==> src/hdl/kdlp_pkg.sv <==
// Package for the key debouncer with short and long press reporting.
// Holds the field widths, operation and press-kind codes, the configuration
// type and the key encoder. It depends on nothing else.
package kdlp_pkg;

	localparam int unsigned KEY_LINES_W = 4;
	localparam int unsigned KEY_CODE_W  = 3;
	localparam int unsigned THRESH_W    = 16;
	localparam int unsigned LIMIT_W     = 4;
	localparam int unsigned TICKS_W     = 16;
	localparam int unsigned CFG_IDX_W   = 1;
	localparam int unsigned CFG_DATA_W  = 16;

	localparam logic [THRESH_W-1:0] THRESH_RESET = 16'd100;
	localparam logic [LIMIT_W-1:0]  LIMIT_RESET  = 4'd3;
	localparam logic [TICKS_W-1:0]  TICKS_MAX    = 16'hFFFF;

	localparam logic [KEY_CODE_W-1:0] NO_KEY = 3'd0;

	// Operation carried by an input item.
	localparam logic OP_TICK = 1'b0;
	localparam logic OP_READ = 1'b1;

	// Configuration register indexes.
	localparam logic [CFG_IDX_W-1:0] REG_THRESHOLD = 1'b0;
	localparam logic [CFG_IDX_W-1:0] REG_LIMIT     = 1'b1;

	typedef enum logic [2:0] {
		KIND_NONE  = 3'b001,
		KIND_SHORT = 3'b010,
		KIND_LONG  = 3'b100
	} kind_t;

	typedef struct packed {
		logic [THRESH_W-1:0] threshold;
		logic [LIMIT_W-1:0]  limit;
	} cfg_t;

	// Active-low lines, lowest-numbered key wins; 0 means no key down.
	function automatic logic [KEY_CODE_W-1:0] encode_lines(
		input logic [KEY_LINES_W-1:0] lines
	);
		logic [KEY_CODE_W-1:0] code;
		code = NO_KEY;
		if (!lines[0]) begin
			code = 3'd1;
		end else if (!lines[1]) begin
			code = 3'd2;
		end else if (!lines[2]) begin
			code = 3'd3;
		end else if (!lines[3]) begin
			code = 3'd4;
		end
		return code;
	endfunction

endpackage

==> src/hdl/kdlp_cfg.sv <==
// Configuration registers of the key debouncer: long-press threshold and
// debounce limit. Depends on kdlp_pkg.
module kdlp_cfg (
	input  logic                            clk,
	input  logic                            arst_n,
	input  logic                            wr_en,
	input  logic [kdlp_pkg::CFG_IDX_W-1:0]  wr_index,
	input  logic [kdlp_pkg::CFG_DATA_W-1:0] wr_data,
	output kdlp_pkg::cfg_t                  cfg
);

	logic [kdlp_pkg::THRESH_W-1:0] threshold_q;
	logic [kdlp_pkg::LIMIT_W-1:0]  limit_q;

	always_ff @(posedge clk or negedge arst_n) begin
		if (!arst_n) begin
			threshold_q <= kdlp_pkg::THRESH_RESET;
			limit_q     <= kdlp_pkg::LIMIT_RESET;
		end else if (wr_en) begin
			case (wr_index)
				kdlp_pkg::REG_THRESHOLD: threshold_q <= wr_data[kdlp_pkg::THRESH_W-1:0];
				kdlp_pkg::REG_LIMIT:     limit_q     <= wr_data[kdlp_pkg::LIMIT_W-1:0];
				default: ;
			endcase
		end
	end

	assign cfg.threshold = threshold_q;
	assign cfg.limit     = limit_q;

endmodule

==> src/hdl/kdlp_core.sv <==
// Debounce and press-tracking state with its next-state logic; produces the
// report for a read item. Depends on kdlp_pkg.
module kdlp_core (
	input  logic                             clk,
	input  logic                             arst_n,
	input  logic                             step,
	input  logic                             op,
	input  logic [kdlp_pkg::KEY_LINES_W-1:0] key_lines,
	input  kdlp_pkg::cfg_t                   cfg,
	output logic [kdlp_pkg::KEY_CODE_W-1:0]  key_code,
	output logic                             long_flag
);

	logic [kdlp_pkg::KEY_CODE_W-1:0] last_sample_q, last_sample_d;
	logic [kdlp_pkg::LIMIT_W-1:0]    stable_count_q, stable_count_d;
	logic                            held_q, held_d;
	logic                            reported_q, reported_d;
	logic                            released_q, released_d;
	logic [kdlp_pkg::KEY_CODE_W-1:0] captured_key_q, captured_key_d;
	kdlp_pkg::kind_t                 kind_q, kind_d;
	logic [kdlp_pkg::TICKS_W-1:0]    ticks_q, ticks_d;

	logic [kdlp_pkg::KEY_CODE_W-1:0] cur;
	logic [kdlp_pkg::TICKS_W-1:0]    ticks_inc;

	assign cur       = kdlp_pkg::encode_lines(key_lines);
	assign ticks_inc = (ticks_q != kdlp_pkg::TICKS_MAX) ? ticks_q + 1'b1 : ticks_q;

	always_comb begin
		last_sample_d  = last_sample_q;
		stable_count_d = stable_count_q;
		held_d         = held_q;
		reported_d     = reported_q;
		released_d     = released_q;
		captured_key_d = captured_key_q;
		kind_d         = kind_q;
		ticks_d        = ticks_q;
		key_code       = kdlp_pkg::NO_KEY;
		long_flag      = 1'b0;

		if (op == kdlp_pkg::OP_TICK) begin
			if (cur != last_sample_q) begin
				last_sample_d  = cur;
				stable_count_d = '0;
			end else if (stable_count_q < cfg.limit) begin
				stable_count_d = stable_count_q + 1'b1;
			end else if (cur != kdlp_pkg::NO_KEY) begin
				if (!held_q) begin
					// A new press keeps any release that is still waiting to be read.
					held_d         = 1'b1;
					reported_d     = 1'b0;
					captured_key_d = cur;
					kind_d         = kdlp_pkg::KIND_SHORT;
					ticks_d        = '0;
				end else begin
					ticks_d = ticks_inc;
					if (ticks_inc >= cfg.threshold) begin
						kind_d = kdlp_pkg::KIND_LONG;
					end
				end
			end else if (held_q) begin
				held_d     = 1'b0;
				released_d = 1'b1;
			end
		end else begin
			if (kind_q == kdlp_pkg::KIND_LONG && !reported_q) begin
				key_code   = captured_key_q;
				long_flag  = 1'b1;
				reported_d = 1'b1;
			end else if (kind_q == kdlp_pkg::KIND_SHORT && released_q && !reported_q) begin
				key_code   = captured_key_q;
				reported_d = 1'b1;
			end
			if (reported_d && released_q) begin
				captured_key_d = kdlp_pkg::NO_KEY;
				kind_d         = kdlp_pkg::KIND_NONE;
				ticks_d        = '0;
				released_d     = 1'b0;
				reported_d     = 1'b0;
			end
		end
	end

	always_ff @(posedge clk or negedge arst_n) begin
		if (!arst_n) begin
			last_sample_q  <= kdlp_pkg::NO_KEY;
			stable_count_q <= '0;
			held_q         <= 1'b0;
			reported_q     <= 1'b0;
			released_q     <= 1'b0;
			captured_key_q <= kdlp_pkg::NO_KEY;
			kind_q         <= kdlp_pkg::KIND_NONE;
			ticks_q        <= '0;
		end else if (step) begin
			last_sample_q  <= last_sample_d;
			stable_count_q <= stable_count_d;
			held_q         <= held_d;
			reported_q     <= reported_d;
			released_q     <= released_d;
			captured_key_q <= captured_key_d;
			kind_q         <= kind_d;
			ticks_q        <= ticks_d;
		end
	end

	// With no press on record the captured key is clear.
	a_idle_key: assert property (@(posedge clk) disable iff (!arst_n)
		(kind_q == kdlp_pkg::KIND_NONE) |-> (captured_key_q == kdlp_pkg::NO_KEY))
		else $error("captured key set with no press on record");

	a_kind_onehot: assert property (@(posedge clk) disable iff (!arst_n)
		$onehot(kind_q))
		else $error("press kind is not a valid one-hot code");

	a_tick_silent: assert property (@(posedge clk) disable iff (!arst_n)
		(op == kdlp_pkg::OP_TICK) |-> (key_code == kdlp_pkg::NO_KEY && !long_flag))
		else $error("report driven for a scan tick");

endmodule

==> src/hdl/key_debounce_long_press_top.sv <==
// A read item waits in the input register; its result is then captured in the output register.
// Throughput: one item per cycle; the input register stalls only while it holds a read and a result waits.
// Reset (arst_n low) clears all debounce and press state, empties both registers,
// and sets the threshold to 100 ticks and the debounce limit to 3.
// Top level of the key debouncer; depends on kdlp_pkg, kdlp_cfg and kdlp_core.
module key_debounce_long_press_top (
	input  logic                             clk,
	input  logic                             arst_n,
	input  logic                             in_valid,
	output logic                             in_ready,
	input  logic                             opcode,
	input  logic [kdlp_pkg::KEY_LINES_W-1:0] key_lines,
	output logic                             out_valid,
	input  logic                             out_ready,
	output logic [kdlp_pkg::KEY_CODE_W-1:0]  key_code,
	output logic                             long_flag,
	input  logic                             cfg_valid,
	output logic                             cfg_ready,
	input  logic [kdlp_pkg::CFG_IDX_W-1:0]   cfg_index,
	input  logic [kdlp_pkg::CFG_DATA_W-1:0]  cfg_data
);

	logic                             valid_s1;
	logic                             op_s1;
	logic [kdlp_pkg::KEY_LINES_W-1:0] lines_s1;
	logic                             adv_s1;
	logic                             out_free;
	logic [kdlp_pkg::KEY_CODE_W-1:0]  code_c;
	logic                             long_c;
	logic [kdlp_pkg::KEY_CODE_W-1:0]  key_code_q;
	logic                             long_flag_q;
	logic                             out_valid_q;
	kdlp_pkg::cfg_t                   cfg;

	assign cfg_ready = 1'b1;

	kdlp_cfg u_cfg (
		.clk      (clk),
		.arst_n   (arst_n),
		.wr_en    (cfg_valid & cfg_ready),
		.wr_index (cfg_index),
		.wr_data  (cfg_data),
		.cfg      (cfg)
	);

	// A tick never needs the output register; a read needs it free or draining.
	assign out_free = !out_valid_q || out_ready;
	assign adv_s1   = valid_s1 && (op_s1 == kdlp_pkg::OP_TICK || out_free);
	assign in_ready = !valid_s1 || adv_s1;

	always_ff @(posedge clk or negedge arst_n) begin
		if (!arst_n) begin
			valid_s1 <= 1'b0;
		end else if (in_ready) begin
			valid_s1 <= in_valid;
		end
	end

	always_ff @(posedge clk) begin
		if (in_ready && in_valid) begin
			op_s1    <= opcode;
			lines_s1 <= key_lines;
		end
	end

	kdlp_core u_core (
		.clk       (clk),
		.arst_n    (arst_n),
		.step      (adv_s1),
		.op        (op_s1),
		.key_lines (lines_s1),
		.cfg       (cfg),
		.key_code  (code_c),
		.long_flag (long_c)
	);

	always_ff @(posedge clk or negedge arst_n) begin
		if (!arst_n) begin
			out_valid_q <= 1'b0;
		end else if (adv_s1 && op_s1 == kdlp_pkg::OP_READ) begin
			out_valid_q <= 1'b1;
		end else if (out_ready) begin
			out_valid_q <= 1'b0;
		end
	end

	always_ff @(posedge clk) begin
		if (adv_s1 && op_s1 == kdlp_pkg::OP_READ) begin
			key_code_q  <= code_c;
			long_flag_q <= long_c;
		end
	end

	assign out_valid = out_valid_q;
	assign key_code  = key_code_q;
	assign long_flag = long_flag_q;

	// A result only ever comes from a read item leaving the input register.
	a_result_source: assert property (@(posedge clk) disable iff (!arst_n)
		$rose(out_valid_q) |-> $past(adv_s1 && op_s1 == kdlp_pkg::OP_READ))
		else $error("result appeared without a read transfer");

	// A read facing an empty output register always gets through.
	a_read_moves: assert property (@(posedge clk) disable iff (!arst_n)
		(valid_s1 && op_s1 == kdlp_pkg::OP_READ && !out_valid_q) |=> out_valid_q)
		else $error("read stalled with output register empty");

	a_tick_moves: assert property (@(posedge clk) disable iff (!arst_n)
		(valid_s1 && op_s1 == kdlp_pkg::OP_TICK) |-> in_ready)
		else $error("scan tick stalled the input register");

endmodule

==> config.mk <==
export PLATFORM = sky130hd
export DESIGN_NAME = key_debounce_long_press_top
export DESIGN_NICKNAME = d
export VERILOG_FILES = /design/src/hdl/kdlp_pkg.sv /design/src/hdl/kdlp_cfg.sv /design/src/hdl/kdlp_core.sv /design/src/hdl/key_debounce_long_press_top.sv
export SDC_FILE = /design/constraint.sdc
export NUM_CORES = 1
export LEC_CHECK = 0
export ABC_AREA = 0
export BUFFER_PORTS_ARGS = -buffer_cell sky130_fd_sc_hd__buf_4
export CAP_MARGIN = 20
export CORE_MARGIN = 2
export CORE_UTILIZATION = 50
export DETAILED_ROUTE_END_ITERATION = 7
export GPL_TIMING_DRIVEN = 1
export PLACE_DENSITY_LB_ADDON = 0.2
export RECOVER_POWER = 25
export SLEW_MARGIN = 20
export SYNTH_ARGS = -nofsm -noshare
export SYNTH_HDL_FRONTEND = slang
export SYNTH_SLANG_ARGS = --single-unit
==> constraint.sdc <==
create_clock -name clk -period 3.8 [get_ports clk]
set_input_delay 0 -clock clk [delete_from_list [all_inputs] [get_ports clk]]
set_output_delay 0 -clock clk [all_outputs]
set_load 0.02 [all_outputs]
# Yosys cells after proc, flatten, opt, wreduce, memory -nomap -nowiden
# Cells that the tools add are included.
# Widths: inputs -> output; s select.
# op_classes
n_bitwise	4
muxes	47
reduce_logical	28
eq_ne	10
n_addsub	2
magnitude_cmp	2
# op_table
operator	count
$mux 16	7
$mux 3	19
$mux 1	19
$reduce_and 6->1	3
$add 16x1->16 const B	1
$ge 16x16->1	1
$ne 16x16->1 const B	1
$reduce_and 5->1	2
$mux 4	2
$ne 2x2->1 const B	4
$reduce_bool 2->1	4
$logic_and 1x1->1	7
$reduce_and 3->1	2
$add 4x1->4 const B	1
$lt 4x4->1	1
$not 1->1	4
$reduce_and 2->1	2
$reduce_and 4->1	1
$eq 3x2->1 const B	1
$eq 3x3->1 const B	1
$logic_not 1->1	3
$logic_or 1x1->1	3
$ne 3x3->1	1
$ne 3x3->1 const B	1
2 further kinds	2
# totals
elab_cells	109
inputBits	27
output_inout_bits	7
reg_bits	63

# Logic depth before layout (Yosys ltp)
# Gate-level depths: netlist of the first run.
# logic_depth
word_depth	9
mapped_depth	13
depth_no_buf	13

# Cells and area by module
# Synthesis of the first run repeated with hierarchy kept, for this count alone.
# hier_totals
hier_cells	375
area_unflattened_um2	3739.8
# modules_own_cells
module	area_each_um2	seq_area_each_um2	n_inst	cells_per_inst
kdlp_core	2518.7	802.0	1	310
kdlp_cfg	818.3	506.7	1	44
key_debounce_long_press_top	402.9	320.3	1	21

# Least setup slack after synthesis of the first run
# No wires, ideal clock.
# synth_path
path_type	register to register
start	reg u_core.ticks_q[0] (netlist bit)
end	reg u_core.kind_q[2]
t_required_ns	3.675
t_arrival_ns	2.899
period_less_slack_ns	3.024
setup_slack_ns	0.776
setup_ns	0.125
n_path_buf	0
path_stages_with_launch	11
path_cell_list	dfrtp_1 ha_1 nand4_1 nor4_4 mux2_2 ha_1 a2111oi_0 o21ai_0 o2111ai_1 a31o_4 mux2_4
# synth_via
elab_chain_cells	5
word_cells_on_any_way	6
cone_classes	1 x add/sub; 1 x order compare; 2 x eq/ne; 1 x mux; 1 x reduce/logical
# synth_lines
element	line_no	source
from (decl)	kdlp_core.sv:21	logic [kdlp_pkg::TICKS_W-1:0] ticks_q, ticks_d;
from (signal assigned)	kdlp_core.sv:102	ticks_q <= ticks_d;
$add 16x1->16 / $ne 16x16->1 (equally long branches)	kdlp_core.sv:27	assign ticks_inc = (ticks_q != kdlp_pkg::TICKS_MAX) ? ticks_q + 1'b1 : ticks_q;
$mux 16 *	kdlp_core.sv:27	
$ge 16x16->1 *	kdlp_core.sv:57	if (ticks_inc >= cfg.threshold) begin
$ne 3x3->1 (no source line) *	-	
$reduce_and 6->1 (no source line) *	-	
to (signal assigned)	kdlp_core.sv:92	kind_q <= kdlp_pkg::KIND_NONE;
to (signal assigned)	kdlp_core.sv:101	kind_q <= kind_d;
to (decl)	kdlp_core.sv:20	kdlp_pkg::kind_t kind_q, kind_d;
# Every way passes the cells marked *; elsewhere a longest branch is shown, timed or not.
# A chain may end at the register's enable or synchronous reset.

# Worst setup path after layout of the first run
# Same ends and word-level chain as after synthesis.

==> qor.yml, run 1 <==
drt:
  wl_met1_um: 3880
  dr.first_iter.drc_count: 173
  drt-pass1-iter-count: 4
  wl_per_cell_um: 15.0
  drc_errors: 0
  routed_wl_um: 8150
  top_layer: "met4"
  post_drt_via_cell_ratio: 5.61
  dr_wl_met3_um: 313
  antenna_left: 0
  num_vias: 3047
  wl_met2_um: 3790
power_and_ir_drop:
  p_leak_nw: 2.04
  power_density_mw_per_mm2: 434
  power.share.clock: 0.350
  combPwrFrac: 0.206
  p_seq_frac: 0.444
  cell_internal_pwr_mw: 1.37
  vdd_drop_max_mv: 0.226
  p_switching_mw: 0.570
  p_sw_frac: 0.294
timing:
  fin_crit_sh: 0.868
  drv_slew: 55
  tightest_slew_ns: 2.94
  slew-limit-headroom: -0.961
  max_freq_ghz: 0.303
  hold_slack_ns: 0.0279
  rsz0062_at_grt: "false"
  setup_viol_count_final: 0
  setup_tns_ns: 0
  hold_viol: 0
  fin_crit_ns: 3.30
  final.setup_skew_ns: 0.0112
clock_network:
  cts.sinks: 63
  htreeDepth: 3
  cts-buffers-inserted: 9
  clock_latency_ns: 0.35
  cts_root_buffer: "clkbuf_8"
  path_clk_slew_ns: 0.08
  cts_tree: "yes"
  clk_path_buf_depth: 2
setup_path:
  endpoint_kind: "register"
  cp.required_ns: 4.04
  path_cells: "ha_1 > nand4_1 > nor4_4 > buf_4 > xor2_1 > ha_1 > nand2b_1 > a2111oi_0 > o21ai_0 > o2111ai_1 > a31o_4 > mux2_4"
  crit_type: "reg -> reg"
  regToRegStartpoint: "u_core.ticks_q[0]"
  cp_max_fo: 9
  crit_arrival_ns: 3.54
  cpPeakStageDelay_ns: 0.43
  cp-start-kind: "register"
  slowest_stage: "dfrtp_1"
  crit_path_frequent_cell: "ha_1"
  regToRegSetupSlack_ns: 0.50
  ff2ff_path_depth: 12
  r2r-end: "u_core.kind_q[2]"
placement:
  dpl.hpwl_um: 5530
  io_buffers: 32
  gp_congestion: 0.844
status:
  status: "complete, but fails checks"
  failed_checks: "capacitance limit, slew limit"
synth:
  synth_cell_types: 66
  syn_area_per_cell_um2: 9.62
  async_flop_share: 0.857
  syn_inst: 384
  seq_area_frac_synth: 0.441
  syn_nets: 432
  synth_edf_count: 9
  synth_top_area_frac: 0.325
  ys_warn_count: 0
  yosysTopAreaCell: "dfrtp_1"
  yosys_most_used_dff: "dfrtp_1"
  syn-cell-area_mm2: 0.00369
  ys_ff_latch: 63
  synth_area_leaders: "dfrtp_1 33%, edfxtp_1 7.3%, ha_1 7.1%, o21ai_0 4.9%, dfstp_2 4.3%"
min_path:
  hold_path_end: "u_cfg.threshold_q[6]"
  hold_start: "cfg_index"
  hold_class: "in -> reg"
  min_path_cells: 4
global_route:
  grt_max_degree: 55
  grt_antenna_before_repair: 0
  overflow: 0
  grt_pass1_vias: 2929
  grt_pass1_wl_um: 13800
  grt.total_usage: 0.212
layout:
  seq_area_mm2: 0.00163
  drive_gt1_frac: 0.176
  final_nets: 487
  num-fill-cells: 635
  diodes: 0
  multi_input_area_mm2: 0.00188
  utilization: 0.621
  syn2layout_area_growth_pct: 21.2
job:
  maxCapViolCount: 1
floorplan:
  placeableCoreArea_mm2: 0.00721
  ios: 34
  die_h_um: 90.0
  die_w_um: 90.0
  die-area_mm2: 0.00809
  rows: 31
  start_util: 0.512
## critical path, delay by kind of cell, from the launching register on
family | cells | cell delay [ns]
compound gates | 4 | 0.93
xor+xnor | 1 | 0.16
fa+ha+maj | 2 | 0.55
buf+inv | 1 | 0.22
flops | 1 | 0.43
mux | 1 | 0.29
simple gates | 3 | 0.61
## through the flow
step / cell area, µm² / power [mW] / worst slack (ns) / std cells
after global placement: 3990 / 1.23 / 0.683 / 502
after floorplan: 3690 / 1.14 / 0.776 / 384
after detailed placement: 3990 / 1.25 / 0.556 / 502
after global routing: 4480 / 2.05 / 0.225 / 543
after CTS: 4480 / 1.96 / 0.519 / 543
final: 4480 / 1.94 / 0.502 / 543
## layout make-up
type,instances,share of cell area
clock inverter,5,0.0179
clock buffer,11,0.0338
timing repair buffer,60,0.114
tap,99,0.0277
sequential,63,0.364
inverter,27,0.0226
multi-input combinational,278,0.420
## timing repair
item / CTS / global route
hold buffers: 25 / 0
resized for setup: 0 / 0
endpoints found under the hold margin: 75 / 0
buffers inserted: 0 / 0
## state kept, by name, summed over array words and instances, names as in the netlist, 3 cells and up
register and cells:
u_cfg.threshold_q 16, u_core.ticks_q 16, lines_s1 4, u_cfg.limit_q 4, u_core.stable_count_q 4, key_code 3
u_core.captured_key_q 3, u_core.kind_q 3, u_core.last_sample_q 3
## kinds of logic (layout without fill, tap and decap cells)
logic type / Yosys count / in the layout / synth area share
adders and majority gates: 21 / 21 / 0.0711
other: 1 / 1 / 0.00102
xor gates and xnor gates: 11 / 11 / 0.0261
DFF: 63 / 63 / 0.441
muxes: 9 / 9 / 0.0281
and+or+nand+nor: 133 / 133 / 0.188
AOI/OAI and AO/OA: 103 / 103 / 0.193
buffers and inverters: 43 / 103 / 0.0515
## layout by cell type (no fill, tap or decap), types with 5 or more instances in the layout
cell           Yosys  layout
dfrtp_1           48      48
nand2_1           41      41
o21ai_0           36      36
buf_4              1      29
inv_1             26      26
dlygate4sd3_1      0      25
nor2_1            22      22
ha_1              21      21
a21oi_1           17      17
nand3_1           14      14
clkbuf_8           0      11
nand4_1            9       9
edfxtp_1           9       9
and2_1             8       8
mux2_2             7       7
o21a_1             7       7
nand2b_1           7       7
xor2_1             6       6
o31ai_1            6       6
dfstp_2            6       6
nor3_1             5       5
xnor2_1            5       5
clkbuf_4           1       5
## how the worst max path moves through the flow
| stage | startpoint | endpoint | slack (ns) | cells after the start |
|---|---|---|---|---|
| final | u_core.ticks_q[0] | u_core.kind_q[2] | 0.50 | 12 |
| after floorplan | u_core.ticks_q[0] | u_core.kind_q[2] | 0.78 | 10 |
| after CTS | u_core.ticks_q[0] | u_core.kind_q[2] | 0.52 | 13 |
| after global routing | u_core.ticks_q[0] | u_core.kind_q[2] | 0.22 | 12 |
| after global placement | u_core.ticks_q[0] | u_core.kind_q[2] | 0.68 | 12 |
| after detailed placement | u_core.ticks_q[0] | u_core.kind_q[2] | 0.56 | 12 |
## synth_stat cells, types with 3 or more instances
library cell and n:
o21a_1 7, a21oi_1 17, nand4_1 9, inv_1 26, xor2_1 6, clkbuf_1 6
dfrtp_1 48, a22o_1 4, a21o_1 4, nand2_1 41, and3_1 4, mux2_2 7
edfxtp_1 9, and2_1 8, nor2_1 22, a31oi_1 3, nand3_1 14, o21ai_0 36
nor2b_1 4, dfstp_2 6, ha_1 21, xnor2_1 5, nor3_1 5, and4_1 4
o31ai_1 6, buf_2 5, nand2b_1 7
## power groups by stage
stage	clock network [mW]	registers [mW]	logic, mW
4_1_cts	0.695	0.861	0.402
3_5_place_dp	0	0.874	0.379
5_1_grt	0.717	0.876	0.456
6_report	0.679	0.862	0.401
2_1_floorplan	0	0.852	0.287
3_3_place_gp	0	0.869	0.365
## layer usage
metal,GRT usage,up-vias
li1,-,1493
met1,0.292,1470
met2,0.333,69
met3,0.0327,15
met4,0.0923,0
met5,0,-
No activity file was read; power rests on OpenSTA's default activity.
==> run 2, diff against run 1 <==
--- a/config.mk
+++ b/config.mk
@@ -5,7 +5,7 @@
 export SDC_FILE = /design/constraint.sdc
 export NUM_CORES = 1
 export LEC_CHECK = 0
-export ABC_AREA = 0
+export ABC_AREA = 1
 export BUFFER_PORTS_ARGS = -buffer_cell sky130_fd_sc_hd__buf_4
 export CAP_MARGIN = 20
 export CORE_MARGIN = 2
@@ -18,3 +18,4 @@
 export SYNTH_ARGS = -nofsm -noshare
 export SYNTH_HDL_FRONTEND = slang
 export SYNTH_SLANG_ARGS = --single-unit
+export TNS_END_PERCENT = 50
==> qor.yml, run 2 <==
layout:
  final_cell_area_mm2: 0.00439
  drive_gt1_frac: 0.120
  syn2layout_area_growth_pct: 22.2
  num-fill-cells: 594
  seq_area_mm2: 0.00163
  multi_input_area_mm2: 0.00166
  stdcell_count: 628
  final_nets: 575
  final_cell_mix: "166 x nand2_1, 66 x inv_1, 48 x dfrtp_1"
  reg.largest.list: "u_cfg.threshold_q x16, u_core.ticks_q x16"
  final_common_cell: "nand2_1"
  diodes: 0
power_and_ir_drop:
  vdd_drop_max_mv: 0.268
  power_density_mw_per_mm2: 459
  p_leak_nw: 2.39
  total_power_mw: 2.02
  cell_internal_pwr_mw: 1.40
  p_switching_mw: 0.616
  combPwrFrac: 0.219
  p_sw_frac: 0.306
  p_seq_frac: 0.432
  power.share.clock: 0.349
placement:
  gp_congestion: 0.860
  place_area_mm2: 0.00391
  pre_cts_ws_ns: 1.01
  place_inst: 587
  io_buffers: 32
  dpl.hpwl_um: 5030
clock_network:
  cts_tree: "yes"
  clk_path_buf_depth: 2
  path_clk_slew_ns: 0.07
  cts.sinks: 63
  cts_root_buffer: "clkbuf_8"
  clock_latency_ns: 0.35
  htreeDepth: 3
  cts-buffers-inserted: 9
setup_path:
  cp_max_fo: 14
  cp.required_ns: 4.05
  endpoint_kind: "register"
  ff2ff_path_depth: 16
  cp-start-kind: "register"
  crit_type: "reg -> reg"
  crit_arrival_ns: 3.06
global_route:
  overflow: 0
  grt_pass1_wl_um: 12500
  grt_pass1_vias: 2853
  grt_antenna_before_repair: 0
  grt_max_degree: 55
  grt.total_usage: 0.205
timing:
  final.setup_skew_ns: 0.00680
  tightest_slew_ns: 0.908
  max_freq_ghz: 0.355
  slew-limit-headroom: 0.393
  fin_crit_ns: 2.82
  rsz0062_at_grt: "false"
  setup_viol_count_final: 0
  drv_slew: 0
  setup_ws_ns: 0.984
  setup_tns_ns: 0
  fin_crit_sh: 0.741
  hold_viol: 0
synth:
  seq_area_frac_synth: 0.453
  yosysTopAreaCell: "dfrtp_1"
  synth_cell_types: 33
  yosys_most_used_dff: "dfrtp_1"
  synth_edf_count: 9
  ys_warn_count: 0
  synth_area_leaders: "dfrtp_1 33%, nand2_1 17%, edfxtp_1 7.5%, ha_1 7.3%, inv_1 6.9%"
  synth_top_area_frac: 0.334
  syn-cell-area_mm2: 0.00359
  syn_area_per_cell_um2: 7.68
  syn_inst: 468
  ys_ff_latch: 63
  syn_nets: 516
  synthMostInstantiatedCell: "nand2_1"
  async_flop_share: 0.857
  yosys-top-cells-count: "166 x nand2_1, 66 x inv_1, 48 x dfrtp_1"
drt:
  wl_per_cell_um: 11.4
  drc_errors: 0
  num_vias: 2996
  post_drt_via_cell_ratio: 4.77
  routed_wl_um: 7180
  drt-pass1-iter-count: 4
  dr.first_iter.drc_count: 134
  antenna_left: 0
floorplan:
  rows: 30
  start_util: 0.523
  die-area_mm2: 0.00788
  die_h_um: 88.8
  placeableCoreArea_mm2: 0.00687
  die_w_um: 88.8
  ios: 34
job:
  maxCapViolCount: 0
min_path:
  hold_class: "in -> reg"
  min_path_cells: 4
status:
  status: "finished, final reports clean"
==> run 2: cells by family (layout without fill, tap and decap cells) <==
family,after synthesis,count (layout),share of synthesized area
buffers and inverters,77,141,0.0846
AOI/OAI and AO/OA,50,50,0.0724
and+or+nand+nor,244,244,0.286
other,1,1,0.00104
xor gates and xnor gates,12,12,0.0292
DFF,63,63,0.453
adders and majority gates,21,21,0.0731
==> run 2: path summary, 6_finish.rpt <==
check | from | end | slack [ns]
max in group asynchronous | arst_n | u_core.ticks_q[7] | 3.12
min in group asynchronous | arst_n | u_cfg.limit_q[3] | 0.23
min | cfg_index | u_cfg.limit_q[1] | 0.03
max reg2reg | u_core.ticks_q[0] | u_core.kind_q[2] | 0.98
max | u_core.ticks_q[0] | u_core.kind_q[2] | 0.98
min reg2reg | u_core.kind_q[0] | u_core.kind_q[0] | 0.48
==> run 2: stage by stage <==
stage | utilization | hold WS, ns
2_1_floorplan | - | -0.296
3_3_place_gp | 0.568 | 0.0960
3_5_place_dp | 0.568 | 0.0948
4_1_cts | 0.639 | 0.0144
5_1_grt | 0.639 | 0.0963
6_report | 0.639 | 0.0318
==> run 2: critical path, cell delays in order, from the launching register on <==
cell and delay (ns):
dfrtp_1 0.43, ha_1 0.24, nand2_1 0.13, nor2_4 0.19
nand3b_1 0.42, xor2_1 0.33, inv_1 0.07, ha_1 0.27
nand2_1 0.05, nor2_1 0.08, a21oi_1 0.07, nand3_1 0.08
nand2_1 0.05, nand2_1 0.10, nand2_1 0.10, nand2_1 0.08
nand2_1 0.04
==> run 2: final cells by class <==
| class | instances | share of cell area |
|---|---|---|
| clock buffer | 9 | 0.0282 |
| clock inverter | 7 | 0.0254 |
| inverter | 68 | 0.0581 |
| multi-input combinational | 328 | 0.378 |
| sequential | 63 | 0.371 |
| tap | 96 | 0.0274 |
| timing repair buffer | 57 | 0.112 |
==> run 2: repair_timing <==
action                    in CTS  in global routing
hold buffers                  25                  0
setup buffers                  0                  0
resized for setup              0                  0
hold endpoints to repair      75                  0
==> run 2: power groups by stage <==
stage	clock network (mW)	registers (mW)	logic [mW]
after floorplan	0	0.866	0.315
after global placement	0	0.878	0.408
after detailed placement	0	0.883	0.426
after CTS	0.718	0.870	0.449
after global routing	0.746	0.884	0.523
final	0.703	0.870	0.442
==> run 2: metal layers <==
| metal | GRT usage | vias up | share of wire |
|---|---|---|---|
| met5 | 0 | - | 0 |
| met4 | 0.0785 | 0 | 0.015 |
| met3 | 0.0532 | 9 | 0.028 |
| met2 | 0.330 | 41 | 0.48 |
| met1 | 0.265 | 1372 | 0.48 |
| li1 | - | 1574 | - |
==> run 3, diff against run 2 <==
==> constraint.sdc (replaced) <==
create_clock -name clk -period 2.4 [get_ports clk]
set_input_delay 0 -clock clk [delete_from_list [all_inputs] [get_ports clk]]
set_output_delay 0 -clock clk [all_outputs]
set_load 0.02 [all_outputs]
==> qor.yml, run 3 (synthesis gave the netlist of run 2 again) <==
status:
  status: "finished, final reports clean"
layout:
  drive_gt1_frac: 0.194
  utilization: 0.669
  final_nets: 595
  stdcell_count: 648
  diodes: 0
  num-fill-cells: 605
  final_cell_mix: "158 x nand2_1, 66 x inv_1, 47 x dfrtp_1"
  syn2layout_area_growth_pct: 27.9
  final_common_cell: "nand2_1"
  reg.largest.list: "u_cfg.threshold_q x16, u_core.ticks_q x16"
timing:
  max_freq_ghz: 0.422
  hold_viol: 0
  setup_viol_count_final: 0
  final.setup_skew_ns: 0.00560
  fin_crit_sh: 0.987
  drv_slew: 0
  rsz0062_at_grt: "true"
  slew-limit-headroom: 0.104
  fin_crit_ns: 2.37
  hold_slack_ns: 0.0439
  setup_ws_ns: 0.0307
  setup_tns_ns: 0
  tightest_slew_ns: 1.34
power_and_ir_drop:
  combPwrFrac: 0.259
  power.share.clock: 0.277
  p_leak_nw: 2.48
  p_sw_frac: 0.337
  power_density_mw_per_mm2: 645
  p_switching_mw: 0.998
  cell_internal_pwr_mw: 1.97
  p_seq_frac: 0.464
  vdd_drop_max_mv: 0.391
drt:
  drc_errors: 0
  antenna_left: 0
  wl_per_cell_um: 11.7
  routed_wl_um: 7560
  drt-pass1-iter-count: 4
  post_drt_via_cell_ratio: 4.81
  num_vias: 3119
  dr.first_iter.drc_count: 154
clock_network:
  htreeDepth: 3
  cts_tree: "yes"
  cts_root_buffer: "clkbuf_8"
  cts-buffers-inserted: 9
  clock_latency_ns: 0.35
  clk_path_buf_depth: 2
  cts.sinks: 63
  path_clk_slew_ns: 0.07
setup_path:
  crit_type: "reg -> reg"
  cpPeakStageDelay_ns: 0.42
  cp_max_fo: 3
  path_buf_inv: 2
  endpoint_kind: "register"
  path_delay_family: "simple AND/OR/NAND/NOR gates"
  cp.required_ns: 2.69
  cp-start-kind: "register"
  slowest_stage: "dfrtp_1"
  crit_path_frequent_cell: "nand2_1"
  path_cells: "buf_6 > nand2_4 > nor2_2 > nand2_1 > nor3_2 > and2_1 > o21ai_2 > ha_1 > a21oi_2 > nor2_2 > o21bai_1 > nand3_1 > inv_1 > nand2_2 > nand2_2 > nand2_1 > nand2_1"
  crit_arrival_ns: 2.66
placement:
  gp_congestion: 0.909
  place_inst: 597
  dpl.hpwl_um: 5160
  io_buffers: 32
  pre_cts_ws_ns: -0.0677
job:
  maxCapViolCount: 0
floorplan:
  die_h_um: 88.8
  die-area_mm2: 0.00788
  placeableCoreArea_mm2: 0.00687
  ios: 34
  rows: 30
  die_w_um: 88.8
  start_util: 0.523
global_route:
  grt_max_degree: 55
  grt_pass1_wl_um: 13000
  grt.total_usage: 0.214
  grt_pass1_vias: 2992
  overflow: 0
  grt_antenna_before_repair: 0
min_path:
  hold_class: "in -> reg"
==> run 3: what timing repair did <==
item | in CTS | in global routing
endpoints found under the hold margin | 75 | 0
pin swaps | 4 | 16
buffers inserted | 6 | 4
gates resized for setup | 7 | 25
setup endpoints to repair | 3 | 3
hold buffers | 25 | 0
==> run 3: cell type report <==
| class | instances | area, µm² | share of cell area |
|---|---|---|---|
| repair buffers | 77 | 649 | 0.141 |
| well taps | 96 | 120 | 0.0261 |
| multi-input cells | 328 | 1770 | 0.384 |
| inverters | 68 | 255 | 0.0556 |
| clock buffers | 10 | 138 | 0.0300 |
| flip-flops and latches | 63 | 1630 | 0.355 |
| clock inverters | 6 | 36.3 | 0.00790 |
==> run 3: layer usage <==
layer  track usage  part of all wire
met1         0.262              0.46
met2         0.368              0.50
met3        0.0373             0.022
met4        0.0978             0.021
met5             0                 0
==> run 3: worst paths after layout <==
check / startpoint / end / slack [ns] / cells after the start
min reg2reg: u_core.kind_q[0] / u_core.kind_q[0] / 0.48 / 2
max in group asynchronous: arst_n / u_core.ticks_q[2] / 1.00 / 2
min: cfg_index / u_cfg.limit_q[0] / 0.04 / 4
max reg2reg: u_core.ticks_q[1] / u_core.kind_q[2] / 0.03 / 17
min in group asynchronous: arst_n / u_cfg.limit_q[2] / 0.48 / 2
max: u_core.ticks_q[1] / u_core.kind_q[2] / 0.03 / 17
==> run 3: power groups by stage <==
stage / logic [mW] / registers, mW / clock network [mW]
finish: 0.767 / 1.37 / 0.822
global route: 0.889 / 1.39 / 0.883
CTS: 0.745 / 1.37 / 0.844
detailed placement: 0.702 / 1.39 / 0
global placement: 0.678 / 1.38 / 0
floorplan: 0.499 / 1.37 / 0
==> run 3: worst min-delay path, cell delays in order <==
cell,delay [ns]
buf_4,0.08
nand2_1,0.13
nand2_1,0.09
o21ai_0,0.07
==> run 3: stage by stage <==
stage               power [mW]  instance area [µm²]
detailed placement        2.09                 3980
finish                    2.96                 4590
floorplan                 1.87                 3590
global placement          2.06                 3980
global route              3.17                 4590
CTS                       2.96                 4470
